### src/rtl/lpe_pkg.sv
// ----------------------------------------------------------------------------
// lpe_pkg
// Shared types and constants of the light pattern engine: channel count,
// duty ranges, command and pattern codes and the per-channel state word.
// ----------------------------------------------------------------------------
package lpe_pkg;

  localparam int CHANNELS   = 16;
  localparam int CH_W       = (CHANNELS > 1) ? $clog2(CHANNELS) : 1;
  localparam int DUTY_LIMIT = 4096;
  // stored duty saturates to [-2*DUTY_LIMIT, 2*DUTY_LIMIT-1]
  localparam int DUTY_W     = $clog2(DUTY_LIMIT) + 2;
  // ramp sum must also hold a 12 bit step and the 12 bit output bound
  localparam int SUM_W      = ((DUTY_W > 13) ? DUTY_W : 13) + 1;

  localparam int RESET_PERIOD       = 1000;
  localparam int RESET_STEP         = 1;
  localparam int BREATHE_START_DUTY = 255;
  localparam int DUTY_OUT_MAX       = 4095;

  typedef enum logic [1:0] {
    OP_TICK    = 2'd0,
    OP_SET_ALL = 2'd1,
    OP_SET_ONE = 2'd2,
    OP_READ    = 2'd3
  } op_e_t;

  localparam logic [2:0] PAT_INIT    = 3'd0;
  localparam logic [2:0] PAT_OFF     = 3'd1;
  localparam logic [2:0] PAT_ON      = 3'd2;
  localparam logic [2:0] PAT_PULSE   = 3'd3;
  localparam logic [2:0] PAT_BREATHE = 3'd4;
  localparam logic [2:0] PAT_STROBE  = 3'd5;

  localparam logic [1:0] KIND_DRIVE = 2'd0;
  localparam logic [1:0] KIND_ECHO  = 2'd1;
  localparam logic [1:0] KIND_READ  = 2'd2;

  typedef struct packed {
    logic [2:0]               pattern;
    logic                     level;
    logic                     started;
    logic [31:0]              start_time;
    logic signed [DUTY_W-1:0] duty;
    logic [14:0]              period;
    logic [11:0]              step;
  } chan_entry_t;

  localparam chan_entry_t RESET_ENTRY = '{
    pattern:    PAT_INIT,
    level:      1'b0,
    started:    1'b0,
    start_time: 32'd0,
    duty:       '0,
    period:     15'(RESET_PERIOD),
    step:       12'(RESET_STEP)
  };

endpackage

### src/rtl/lpe_if.sv
// ----------------------------------------------------------------------------
// lpe_in_if / lpe_out_if
// Valid/ready channels of the light pattern engine: command input and
// result output.
// ----------------------------------------------------------------------------
interface lpe_in_if;
  logic        valid;
  logic        ready;
  logic [1:0]  opcode;
  logic [3:0]  channel;
  logic [2:0]  pattern;
  logic [14:0] period;
  logic [11:0] step;

  modport source (output valid, opcode, channel, pattern, period, step, input ready);
  modport sink   (input valid, opcode, channel, pattern, period, step, output ready);
endinterface

interface lpe_out_if;
  logic        valid;
  logic        ready;
  logic [1:0]  kind;
  logic [3:0]  channel_out;
  logic [2:0]  pattern_out;
  logic        level;
  logic [11:0] duty;
  logic        analog_mode;
  logic [14:0] period_out;
  logic [11:0] step_out;
  logic        last;

  modport source (output valid, kind, channel_out, pattern_out, level, duty, analog_mode,
                  period_out, step_out, last, input ready);
  modport sink   (input valid, kind, channel_out, pattern_out, level, duty, analog_mode,
                  period_out, step_out, last, output ready);
endinterface

### src/rtl/led_pattern_engine_unit.sv
// ----------------------------------------------------------------------------
// led_pattern_engine_unit
// Multi-channel blink / pulse / strobe / breathe pattern generator.
// ----------------------------------------------------------------------------
// Usage:
//   in_ch takes commands: tick (advance the ms counter and walk all
//   channels), set pattern of all channels, set one channel, read one channel.
//   out_ch returns results: one drive result per channel on a tick (the last
//   one flagged), one echo on set-one, one reply on read; set-all returns none.
// Timing:
//   channel state sits in a CHANNELS-entry memory with a registered read port.
//   A command is taken only while the sequencer is idle. A read state fetches the
//   first entry, then the walk state handles one channel at a time (read of the next
//   entry overlaps the write-back of the current one). A tick or set-all walks all
//   channels, set-one and read a single one. Each result is registered in the
//   output register that drives out_ch.
// Reset:
//   the ms counter clears and per-entry valid bits clear, so every
//   channel reads as pattern init with period 1000 and step 1. No clearing pass.
// Stall:
//   a single output register holds the pending result; while it is full and
//   out_ch.ready is low a walk that emits results holds on its current channel.
// ----------------------------------------------------------------------------
module led_pattern_engine_unit
  import lpe_pkg::*;
(
  input  logic     clk,
  input  logic     rst_n,
  lpe_in_if.sink   in_ch,
  lpe_out_if.source out_ch
);

  typedef enum logic [1:0] {
    S_IDLE,
    S_READ,
    S_WALK
  } state_t;

  state_t       state_r;
  op_e_t        op_r;
  logic [CH_W-1:0] ch_r;
  logic [CH_W-1:0] ch_nxt;
  logic [2:0]   pat_r;
  logic [14:0]  per_r;
  logic [11:0]  stp_r;
  logic [31:0]  now_r;

  // channel state memory and its valid bits
  chan_entry_t  mem [CHANNELS];
  chan_entry_t  rdata_r;
  logic         rd_vld_r;
  logic [CHANNELS-1:0] vld_r;
  logic         rd_en;
  logic [CH_W-1:0] rd_addr;
  logic         wr_en;

  // output register
  logic         out_valid_r;
  logic [1:0]   kind_r;
  logic [3:0]   chan_out_r;
  logic [2:0]   pat_out_r;
  logic         level_r;
  logic [11:0]  duty_r;
  logic         analog_r;
  logic [14:0]  per_out_r;
  logic [11:0]  stp_out_r;
  logic         last_r;

  logic         in_acc;
  logic         chan_ok;
  op_e_t        in_op;
  chan_entry_t  cur;
  chan_entry_t  walk;
  chan_entry_t  wr_entry;
  logic [31:0]  elapsed;
  logic         due;
  logic signed [SUM_W-1:0] duty_ext;
  logic signed [SUM_W-1:0] step_ext;
  logic signed [SUM_W-1:0] duty_sum;
  logic signed [SUM_W-1:0] duty_sat;
  logic signed [SUM_W-1:0] emit_duty;
  logic [11:0]  duty_clamped;
  logic         walk_last;
  logic         emit_en;
  logic         can_go;
  logic         advance;
  logic         out_load;
  logic         analog;
  logic [1:0]   kind;

  localparam logic signed [SUM_W-1:0] DUTY_MIN  = SUM_W'(-2 * DUTY_LIMIT);
  localparam logic signed [SUM_W-1:0] DUTY_MAX  = SUM_W'(2 * DUTY_LIMIT - 1);
  localparam logic signed [SUM_W-1:0] DUTY_TOP  = SUM_W'(DUTY_LIMIT);
  localparam logic signed [SUM_W-1:0] DUTY_ZERO = SUM_W'(0);
  localparam logic signed [SUM_W-1:0] OUT_MAX   = SUM_W'(DUTY_OUT_MAX);
  localparam logic [CH_W-1:0]         LAST_CH   = CH_W'(CHANNELS - 1);

  assign in_op    = op_e_t'(in_ch.opcode);
  assign in_acc   = in_ch.valid && in_ch.ready;
  assign chan_ok  = int'(in_ch.channel) < CHANNELS;
  assign in_ch.ready = (state_r == S_IDLE);

  // entry never written since reset reads as its reset value
  assign cur = rd_vld_r ? rdata_r : RESET_ENTRY;

  assign elapsed  = now_r - cur.start_time;
  assign due      = elapsed > {17'd0, cur.period};
  assign duty_ext = SUM_W'(signed'(cur.duty));
  assign step_ext = signed'(SUM_W'(cur.step));
  assign duty_sum = cur.level ? duty_ext + step_ext : duty_ext - step_ext;

  always_comb begin
    if (duty_sum < DUTY_MIN) begin
      duty_sat = DUTY_MIN;
    end else if (duty_sum > DUTY_MAX) begin
      duty_sat = DUTY_MAX;
    end else begin
      duty_sat = duty_sum;
    end
  end

  // pattern step of one channel on a tick
  always_comb begin
    walk = cur;
    unique case (cur.pattern)
      PAT_INIT: begin
        walk         = RESET_ENTRY;
        walk.pattern = PAT_OFF;
      end
      PAT_ON: begin
        walk.level = 1'b1;
      end
      PAT_OFF: begin
        walk.level   = 1'b0;
        walk.started = 1'b0;
      end
      PAT_PULSE, PAT_STROBE: begin
        if (!cur.started) begin
          walk.started    = 1'b1;
          walk.start_time = now_r;
          walk.level      = 1'b1;
        end else if (due) begin
          if (cur.pattern == PAT_PULSE) begin
            walk.pattern = PAT_OFF;
            walk.started = 1'b0;
            walk.level   = 1'b0;
          end else begin
            walk.start_time = now_r;
            walk.level      = ~cur.level;
          end
        end
      end
      PAT_BREATHE: begin
        if (!cur.started) begin
          walk.started    = 1'b1;
          walk.start_time = now_r;
          walk.level      = 1'b0;
          walk.duty       = DUTY_W'(BREATHE_START_DUTY);
        end else if (due) begin
          walk.duty       = DUTY_W'(duty_sat);
          walk.start_time = now_r;
          if (duty_sat >= DUTY_TOP) begin
            walk.level = 1'b0;
          end
          if (duty_sat <= DUTY_ZERO) begin
            walk.level = 1'b1;
          end
        end
      end
      default: begin
        walk = cur;
      end
    endcase
  end

  // what gets written back, and what a result reports
  always_comb begin
    wr_entry = cur;
    unique case (op_r)
      OP_TICK: begin
        wr_entry = walk;
      end
      OP_SET_ALL: begin
        wr_entry.pattern = pat_r;
      end
      OP_SET_ONE: begin
        wr_entry.pattern = pat_r;
        wr_entry.period  = per_r;
        wr_entry.step    = stp_r;
      end
      OP_READ: begin
        wr_entry = cur;
      end
    endcase
  end

  always_comb begin
    unique case (op_r)
      OP_SET_ONE: kind = KIND_ECHO;
      OP_READ:    kind = KIND_READ;
      default:    kind = KIND_DRIVE;
    endcase
  end

  assign analog    = ((op_r == OP_SET_ONE) ? pat_r : cur.pattern) == PAT_BREATHE;
  assign emit_duty = SUM_W'(signed'(wr_entry.duty));

  always_comb begin
    if (emit_duty < DUTY_ZERO) begin
      duty_clamped = '0;
    end else if (emit_duty > OUT_MAX) begin
      duty_clamped = 12'(DUTY_OUT_MAX);
    end else begin
      duty_clamped = 12'(emit_duty);
    end
  end

  assign walk_last = (op_r == OP_SET_ONE) || (op_r == OP_READ) || (ch_r == LAST_CH);
  assign emit_en   = (op_r != OP_SET_ALL);
  assign can_go    = !emit_en || !out_valid_r || out_ch.ready;
  assign advance   = (state_r == S_WALK) && can_go;
  assign wr_en     = advance && (op_r != OP_READ);
  assign out_load  = advance && emit_en;
  assign ch_nxt    = ch_r + 1'b1;
  assign rd_en     = (state_r == S_READ) || (advance && !walk_last);
  assign rd_addr   = (state_r == S_READ) ? ch_r : ch_nxt;

  always_ff @(posedge clk) begin
    if (wr_en) begin
      mem[ch_r] <= wr_entry;
    end
    if (rd_en) begin
      rdata_r  <= mem[rd_addr];
      rd_vld_r <= vld_r[rd_addr];
    end
  end

  always_ff @(posedge clk) begin
    if (!rst_n) begin
      vld_r <= '0;
    end else if (wr_en) begin
      vld_r[ch_r] <= 1'b1;
    end
  end

  always_ff @(posedge clk) begin
    if (!rst_n) begin
      state_r     <= S_IDLE;
      out_valid_r <= 1'b0;
      now_r       <= '0;
      op_r        <= OP_TICK;
    end else begin
      unique case (state_r)
        S_IDLE: begin
          if (in_acc) begin
            op_r  <= in_op;
            pat_r <= in_ch.pattern;
            per_r <= in_ch.period;
            stp_r <= in_ch.step;
            if (in_op == OP_TICK) begin
              now_r <= now_r + 32'd1;
            end
            if (in_op == OP_TICK || in_op == OP_SET_ALL) begin
              ch_r    <= '0;
              state_r <= S_READ;
            end else if (chan_ok) begin
              ch_r    <= CH_W'(in_ch.channel);
              state_r <= S_READ;
            end
          end
        end
        S_READ: begin
          state_r <= S_WALK;
        end
        S_WALK: begin
          if (advance) begin
            if (walk_last) begin
              state_r <= S_IDLE;
            end else begin
              ch_r <= ch_nxt;
            end
          end
        end
        default: begin
          state_r <= S_IDLE;
        end
      endcase
      if (out_load) begin
        out_valid_r <= 1'b1;
        kind_r      <= kind;
        chan_out_r  <= 4'(ch_r);
        pat_out_r   <= wr_entry.pattern;
        level_r     <= wr_entry.level;
        duty_r      <= duty_clamped;
        analog_r    <= analog;
        per_out_r   <= wr_entry.period;
        stp_out_r   <= wr_entry.step;
        last_r      <= walk_last;
      end else if (out_ch.ready) begin
        out_valid_r <= 1'b0;
      end
    end
  end

  assign out_ch.valid       = out_valid_r;
  assign out_ch.kind        = kind_r;
  assign out_ch.channel_out = chan_out_r;
  assign out_ch.pattern_out = pat_out_r;
  assign out_ch.level       = level_r;
  assign out_ch.duty        = duty_r;
  assign out_ch.analog_mode = analog_r;
  assign out_ch.period_out  = per_out_r;
  assign out_ch.step_out    = stp_out_r;
  assign out_ch.last        = last_r;

`ifndef ASSERT_OFF
  // a pending result is never overwritten
  a_no_overwrite: assert property (@(posedge clk) disable iff (!rst_n)
    out_load |-> (!out_valid_r || out_ch.ready))
    else $error("result register overwritten while full");

  // a tick transaction advances the ms counter by exactly one
  a_tick_count: assert property (@(posedge clk) disable iff (!rst_n)
    (in_acc && in_op == OP_TICK) |=> (now_r == $past(now_r) + 32'd1))
    else $error("ms counter did not advance on tick");

  // the flagged drive result of a walk belongs to the highest channel
  a_last_channel: assert property (@(posedge clk) disable iff (!rst_n)
    (out_ch.valid && out_ch.last && out_ch.kind == KIND_DRIVE)
      |-> (out_ch.channel_out == 4'(CHANNELS - 1)))
    else $error("walk ended on wrong channel");

  // a read never writes the channel memory
  a_read_no_write: assert property (@(posedge clk) disable iff (!rst_n)
    wr_en |-> (op_r != OP_READ))
    else $error("memory written during read");
`endif

endmodule

### src/flat_wrapper.sv
// flat-port wrapper written by rule: the top's interface ports become plain ports
module led_pattern_engine_unit_flat import lpe_pkg::*;
  (clk, rst_n, in_ch_valid, in_ch_opcode, in_ch_channel, in_ch_pattern, in_ch_period, in_ch_step, in_ch_ready, out_ch_valid, out_ch_kind, out_ch_channel_out, out_ch_pattern_out, out_ch_level, out_ch_duty, out_ch_analog_mode, out_ch_period_out, out_ch_step_out, out_ch_last, out_ch_ready);
  lpe_in_if in_ch_i ();
  lpe_out_if out_ch_i ();
  input  logic clk;
  input  logic rst_n;
  input wire logic [$bits(in_ch_i.valid)-1:0] in_ch_valid;
  input wire logic [$bits(in_ch_i.opcode)-1:0] in_ch_opcode;
  input wire logic [$bits(in_ch_i.channel)-1:0] in_ch_channel;
  input wire logic [$bits(in_ch_i.pattern)-1:0] in_ch_pattern;
  input wire logic [$bits(in_ch_i.period)-1:0] in_ch_period;
  input wire logic [$bits(in_ch_i.step)-1:0] in_ch_step;
  output wire logic [$bits(in_ch_i.ready)-1:0] in_ch_ready;
  output wire logic [$bits(out_ch_i.valid)-1:0] out_ch_valid;
  output wire logic [$bits(out_ch_i.kind)-1:0] out_ch_kind;
  output wire logic [$bits(out_ch_i.channel_out)-1:0] out_ch_channel_out;
  output wire logic [$bits(out_ch_i.pattern_out)-1:0] out_ch_pattern_out;
  output wire logic [$bits(out_ch_i.level)-1:0] out_ch_level;
  output wire logic [$bits(out_ch_i.duty)-1:0] out_ch_duty;
  output wire logic [$bits(out_ch_i.analog_mode)-1:0] out_ch_analog_mode;
  output wire logic [$bits(out_ch_i.period_out)-1:0] out_ch_period_out;
  output wire logic [$bits(out_ch_i.step_out)-1:0] out_ch_step_out;
  output wire logic [$bits(out_ch_i.last)-1:0] out_ch_last;
  input wire logic [$bits(out_ch_i.ready)-1:0] out_ch_ready;
  assign in_ch_i.valid = in_ch_valid;
  assign in_ch_i.opcode = in_ch_opcode;
  assign in_ch_i.channel = in_ch_channel;
  assign in_ch_i.pattern = in_ch_pattern;
  assign in_ch_i.period = in_ch_period;
  assign in_ch_i.step = in_ch_step;
  assign in_ch_ready = in_ch_i.ready;
  assign out_ch_valid = out_ch_i.valid;
  assign out_ch_kind = out_ch_i.kind;
  assign out_ch_channel_out = out_ch_i.channel_out;
  assign out_ch_pattern_out = out_ch_i.pattern_out;
  assign out_ch_level = out_ch_i.level;
  assign out_ch_duty = out_ch_i.duty;
  assign out_ch_analog_mode = out_ch_i.analog_mode;
  assign out_ch_period_out = out_ch_i.period_out;
  assign out_ch_step_out = out_ch_i.step_out;
  assign out_ch_last = out_ch_i.last;
  assign out_ch_i.ready = out_ch_ready;
  led_pattern_engine_unit u_core (.clk(clk), .rst_n(rst_n), .in_ch(in_ch_i), .out_ch(out_ch_i));
endmodule
### config.mk
export PLATFORM = sky130hd
export DESIGN_NAME = led_pattern_engine_unit_flat
export DESIGN_NICKNAME = d
export VERILOG_FILES = /design/src/rtl/lpe_pkg.sv /design/src/rtl/lpe_if.sv /design/src/rtl/led_pattern_engine_unit.sv /design/src/flat_wrapper.sv
export SDC_FILE = /design/constraint.sdc
export NUM_CORES = 2
export LEC_CHECK = 0
export BUFFER_PORTS_ARGS = -buffer_cell sky130_fd_sc_hd__buf_2
export CORE_ASPECT_RATIO = 1.2
export CORE_UTILIZATION = 60
export CTS_BUF_LIST = sky130_fd_sc_hd__clkbuf_8 sky130_fd_sc_hd__clkbuf_16
export DETAILED_ROUTE_END_ITERATION = 10
export GPL_TIMING_DRIVEN = 0
export PLACE_DENSITY = 0.77
export SLEW_MARGIN = 20
export SYNTH_ARGS = -nofsm -noshare
export SYNTH_HDL_FRONTEND = slang
export SYNTH_SLANG_ARGS = --single-unit
### constraint.sdc
create_clock -name clk -period 18.8 [get_ports clk]
set_clock_uncertainty 0.1 [all_clocks]
set_input_delay 2.82 -clock clk [delete_from_list [all_inputs] [get_ports clk]]
set_output_delay 2.82 -clock clk [all_outputs]
set_load 0.01 [all_outputs]
-- Word level (Yosys, flattened, before mapping)
Memory sizes are Yosys's and may differ from the RTL's. A register that Yosys moved wholly into a read port is not among the register bits.
Index checks and enable logic that the tools add are counted.
- bits in registers: 139
- RAM bits: 1248
- output and inout bits: 53
- memories kept: 1
- $add $sub $neg: 5
- $lt $le $gt $ge: 10
- equal/unequal tests: 19
- muxes and demuxes: 47
- bitwise logic cells: 2
- reductions and logical operators: 30
- memories (memory ; words ; bits a word ; read ports ; clocked after memory_dff ; write ports ; line ; text):
    u_core.mem ; 16 ; 78 ; 1 ; 1 ; 1 ; led_pattern_engine_unit.sv:49 ; chan_entry_t mem [CHANNELS];
- operators by type and width (cell ; count):
    case mux 32 bit (3 select lines) ; 1
    two-way mux 46 bit ; 2
    two-way mux 78 bit ; 1
    case mux 27 bit (2 select lines) ; 1
    two-way mux 48 bit ; 1
    two-way mux 15 bit ; 3
    two-way mux 37 bit ; 1
    two-way mux 34 bit ; 1
    adder 32 x 1 -> 32 bit, second input constant ; 1
    > comparator 32 x 15 -> 1 bit ; 1
    two-way mux 32 bit ; 1
    subtractor 32 bit ; 1
    case mux 14 bit (2 select lines) ; 1
    two-way mux 27 bit ; 1
    two-way mux 4 bit ; 5
    OR 16 bit ; 1
    adder 14 x 13 -> 15 bit ; 1
    >= comparator 15 x 14 -> 1 bit, second input constant ; 1
    > comparator 15 x 14 -> 1 bit, second input constant ; 1
    <= comparator 15 x 1 -> 1 bit, second input constant ; 1
    less-than comparator 15 x 14 -> 1 bit, second input constant ; 1
    subtractor 14 x 13 -> 15 bit ; 1
    > comparator 14 x 13 -> 1 bit, second input constant ; 1
    less-than comparator 14 x 1 -> 1 bit, second input constant ; 1
    other kinds (35) ; 82

-- Depth between registers and ports, before layout
- depth after elaboration: 15
- mapped depth: 28
- depth with buffers taken out: 21

-- Worst setup path after synthesis
OpenSTA, ideal clock, no wires.
- kind: input-to-reg
- start: input out_ch_ready
- end: memory u_core.mem[3][0] (netlist bit), enable pin
- library setup time: 0.612 ns
- arrival: 8.675 ns
- data required time: 18.088 ns
- path slack: 9.413 ns
- stages on the path: 6
- path buffers: 0
- path through: inv_1 -> nand3b_1 -> nand2_1 -> nor2_1 -> nand2_1 -> nor3_1
- longest elaborated chain between the ends: 5
- RTL lines (item ; line ; text):
    start: declaration ; flat_wrapper.sv:25 ; input wire logic [$bits(out_ch_i.ready)-1:0] out_ch_ready;
    logical OR 1 bit ; led_pattern_engine_unit.sv:220 ; assign can_go = !emit_en || !out_valid_r || out_ch.ready;
    logical AND 1 bit ; led_pattern_engine_unit.sv:221 ; assign advance = (state_r == S_WALK) && can_go;
    logical AND 1 bit ; led_pattern_engine_unit.sv:222 ; assign wr_en = advance && (op_r != OP_READ);
    two-way mux 1 bit ; led_pattern_engine_unit.sv:229 ; if (wr_en) begin
    two-way mux 1 bit (implied by the code) ; led_pattern_engine_unit.sv:230 ; mem[ch_r] <= wr_entry;
    end: declaration ; led_pattern_engine_unit.sv:49 ;
Every way passes these cells.

==> results.txt <==
----------------------------------------------------
[Global route]
  Overall fraction of global-route tracks in use ... roughly a third
  Global route total overflow ... 0
  Pin count of the biggest net entering global routing ... 26
  Number of antenna violations at the first check in global routing ... 6
  Via count of the first global-routing pass ... 33,471
  Global-route wire length before repair ... around 230 mm

[Power]
  Switching part of the total power ... between 20% and 30%
  Static power due to leakage ... 22.72 nW
  Overall power of the completed layout ... around 7.5 mW
  Switch Pwr ... approximately 1.8 mW
  Share of total power in sequential cells ... about half
  Worst-case vdd ir drop ... about 92 uV
  Design internal power ... approximately 5.7 mW
  Clock group share of total power ... 38.4%
  Share of total power in combinational logic ... 12.1%
  Ratio of total power to cell area ... about 110 nW/um^2

[Clocking]
  Later-pin clock latency in the skew report ... roughly 760 ps
  Setup bufs post-CTS ... 0
  Buffers from clock root to sink, at most ... 3
  TritonCTS clock tree ... yes
  Number of sinks driven by the clock tree ... about 1,500
  Clk pin slew, worst setup/hold paths ... approximately 60 ps
  Root Buffer Master ... clkbuf_16
  Total clock buffers created by CTS ... roughly 140
  Number of hold buffers added after cts ... 0
  H-tree levels ... 4
  Post-CTS Resized ... 0

[Critical path]
  Worst r2r path cells ... 27
  Reg-to-reg startpoint ... u_core.rd_vld_r$_DFFE_PP_
  Worst R2R Setup Slack ... roughly 9100 ps
  Critical path launch point type ... register
  Crit Reg-Reg Endpoint ... u_core.mem[9][54]$_DFFE_PP_
  Critical path type ... register to register
  Arrival time of data at the critical path endpoint ... between 10,000 and 15,000 ps
  Required arrival time at the worst endpoint ... 19,150 ps
  Critical Path Fanout Max ... 16
  Kind of capture point of the worst setup path ... register

[Yosys]
  Compound-gate portion of the synthesized area ... slightly above 4%
  Post-synthesis sequential area ratio ... about 73%
  Cell Area, Synth ... ~59,000 um^2
  Post-synth top flop ... edfxtp_1
  Post-synthesis sequential element count ... about 1,500
  Adder-cell share of the synthesized area ... 1.546%
  Distinct cell type count of the synthesized netlist ... 84
  Synth warn ... 0
  Mux share of post-synthesis cell area ... 15.13%
  Fraction of registers with async set/reset ... 0%
  Most common cell in the synthesized netlist ... edfxtp_1
  Post-synthesis cell count ... about 2,900
  Area fraction of the dominant cell type after synthesis ... just over 70%
  Combinational family with the most area after synthesis ... multiplexers
  Yosys top cell by area ... edfxtp_1
  Post-synthesis share of cell area spent on and, or, nand and nor gates ... 3.399%
  Mapped Nets ... around 3,000
  Main area contributors after synthesis ... edfxtp_1 (72%), mux4_2 (15%), dfxtp_1 (1.8%)
  Xor and xnor area share after synthesis ... under 10%
  Number of flops mapped to enable cells by yosys ... approximately 1,400
  Average footprint of a synthesized cell ... approximately 20 um^2
  Ranking of synthesized cells by instance count ... edfxtp_1 (1,412), mux4_2 (395), nand2_1 (124), clkbuf_1 (101), a21oi_1 (85)

[Run]
  Count of maximum capacitance violations ... 0

[Layout]
  Number of nets in the finished design ... roughly 3,400
  Count of filler cells inserted in the layout ... 5,621
  Post-route cell area ... a little under 70,000 um^2
  Area added between synthesis and finish ... 15.35%
  Final cell count without fillers ... around 4,700
  Fraction of layout instances using a drive strength above 1 ... approximately 27%

[Min path]
  Class of the worst hold path ... register to register
  Cells on Worst Hold Path ... 0
  Hold-critical path endpoint ... u_core.out_ch.channel_out[3]$_DFFE_PP_
  Beginning of the worst hold path ... u_core.ch_r[3]$_DFFE_PP_

[STA]
  Final Max Tran Viols ... 0
  Setup TNS after final layout ... 0 ps
  Final period utilization ... roughly half
  Setup repair after global routing missed its margin ... no
  Tightest slew margin relative to the limit ... 16.54%
  Hold Fails Final Rpt ... 0
  Final min period ... 9725 ps
  Highest clock rate ... 102.8 MHz
  Total setup violations reported at the end of the flow ... 0
  Final WS setup ... between 9000 and 10,000 ps
  Tightest Pin Transition ... approximately 1300 ps

[Die]
  Total die area ... approximately 100,000 um^2
  Die span in x ... just under 300 um
  Placement Rows ... between 100 and 150
  Starting density of the core ... around 61%
  Die Y ... roughly 350 um
  Total core area ... 97,280 um^2
  Number of I/O pins ... 93

[Placement]
  Placed cell areas ... ~64,000 um^2
  Port-buffer cells ... 92
  Post-placement worst setup slack ... approximately 9200 ps
  Placed cell count ... 4,442
  HPWL after detailed placement ... ~110 mm
  Final weighted congestion in routability-driven placement ... 0.9237

[Status]
  Outcome ... complete, no violations

[Drt]
  Number of remaining DRC errors ... 0
  DRT Pass-1 Iters ... 8
  Post-detailed-routing wire length ... roughly 160 mm
  Violation count after the first detailed-route iteration ... 4,740
  Routed wirelength normalized by instance count ... 35.10 um
  Number of nets still failing antenna checks after routing ... 0
  Via/cell ratio ... ~7.1
  Via count ... between 30,000 and 40,000

----------------------------------------------------
[area by class of cell]
cell class	count	area (um^2)	share of cell area, %
sequential	1465	43460	63.62
multi-input combinational	1291	15200	22.25
clock buffer	148	3659	5.356
timing repair buffer	225	2532	3.707
tap	1270	1589	2.326
clock inverter	105	1062	1.555
buffer	137	593.1	0.8682
inverter	55	206.4	0.3022
antenna	4	10.01	0.01465
[layout by cell type, fill, tap and decap left out, drive strengths merged, types with 5 or more instances in the layout]
master,netlist,final
nand4,20,20
a21oi,89,89
nor4,7,7
clkinvlp,0,6
nor3,20,20
xor2,22,22
or3,12,12
nor2b,8,8
xnor2,55,55
ha,70,70
nand2b,22,22
o21a,24,24
nor3b,5,5
a211oi,11,11
nor2,63,63
and2,49,49
a32o,9,9
inv,55,85
o21ai,54,54
and3,9,9
edfxtp,1412,1412
a22o,44,44
mux4,395,395
dfxtp,53,53
a22oi,8,8
clkbuf,102,264
a31oi,10,10
o211ai,10,10
clkinv,0,52
nand3,38,38
buf,35,246
a21o,20,20
a221o,11,11
bufinv,0,17
a21boi,7,7
nand2,125,125
[state kept, by name, indices dropped and copies added, names as in the netlist, 2 cells and up]
| signal | flops |
|---|---|
| u_core.rdata_r | 78 |
| u_core.out_ch.channel_out | 4 |
| u_core.vld_r | 16 |
| u_core.out_ch.duty | 12 |
| u_core.stp_r | 12 |
| u_core.op_r | 2 |
| u_core.now_r | 32 |
| u_core.out_ch.step_out | 12 |
| u_core.pat_r | 3 |
| u_core.per_r | 15 |
| u_core.ch_r | 4 |
| u_core.out_ch.period_out | 15 |
| u_core.out_ch.kind | 2 |
| u_core.state_r | 2 |
| u_core.out_ch.pattern_out | 3 |
| u_core.mem | 1248 |
[metal layers]
layer / wire (um) / share of wire, % / global-route usage, %
met5: 26 / 0.016 / 0
met2: 80050 / 49 / 53.52
met3: 17960 / 11 / 7.404
met4: 8933 / 5.4 / 16.73
met1: 58000 / 35 / 44.12
[stage by stage]
step                      utilization (%)  hold slack (ps)
after floorplan                         -            324.4
after global placement              62.99            341.0
after detailed placement            65.29            332.5
after CTS                           70.14            347.8
after global routing                70.21            350.9
final                               70.22            346.8
[worst max-delay path: stages (launching register included)]
cell and delay, ps:
edfxtp_1 350, clkbuf_1 540, clkbuf_1 460, clkbuf_1 690, clkbuf_1 670, clkbuf_1 550
and2_1 230, ha_1 150, inv_1 50, fa_1 450, a211oi_1 310, o21ai_1 230
a31oi_1 300, o21ai_0 140, xor2_1 190, ha_1 310, nand4_1 150, or3_1 380
a21oi_1 140, o31a_1 250, a21oi_1 60, nand2_1 90, nor4_1 50, nand4_1 460
nand2b_1 130, a21oi_1 720, clkbuf_1 550, a22o_1 690
[power by group through the flow]
stage	Combinational (mW)	Sequential, mW	Clock (mW)
after floorplan	0.585	3.79	0
after global placement	0.829	3.82	0
after detailed placement	0.878	3.80	0
after CTS	0.898	3.73	2.91
after global routing	0.955	3.74	3.02
final	0.911	3.74	2.89
[kinds of logic after synthesis]
logic type / Yosys count
xor gates and xnor gates: 77
and+or+nand+nor: 397
adders and majority gates: 72
AOI/OAI and AO/OA: 344
muxes: 401
DFF: 1465
buffers and inverters: 192
[how the worst max path moves through the flow]
| stage | endpoint | start | slack [ps] | cells after the start |
|---|---|---|---|---|
| after floorplan | u_core.mem[3][0]$_DFFE_PP_ | out_ch_ready | 9410 | 6 |
| after global placement | u_core.mem[3][70]$_DFFE_PP_ | out_ch_ready | 1670 | 7 |
| after detailed placement | u_core.mem[4][54]$_DFFE_PP_ | u_core.rd_vld_r$_DFFE_PP_ | 9190 | 27 |
| after CTS | u_core.mem[4][54]$_DFFE_PP_ | u_core.rd_vld_r$_DFFE_PP_ | 9120 | 27 |
| after global routing | u_core.mem[7][54]$_DFFE_PP_ | u_core.rd_vld_r$_DFFE_PP_ | 8920 | 27 |
| final | u_core.mem[9][54]$_DFFE_PP_ | u_core.rd_vld_r$_DFFE_PP_ | 9080 | 27 |
(Power assumes the default switching activity.)
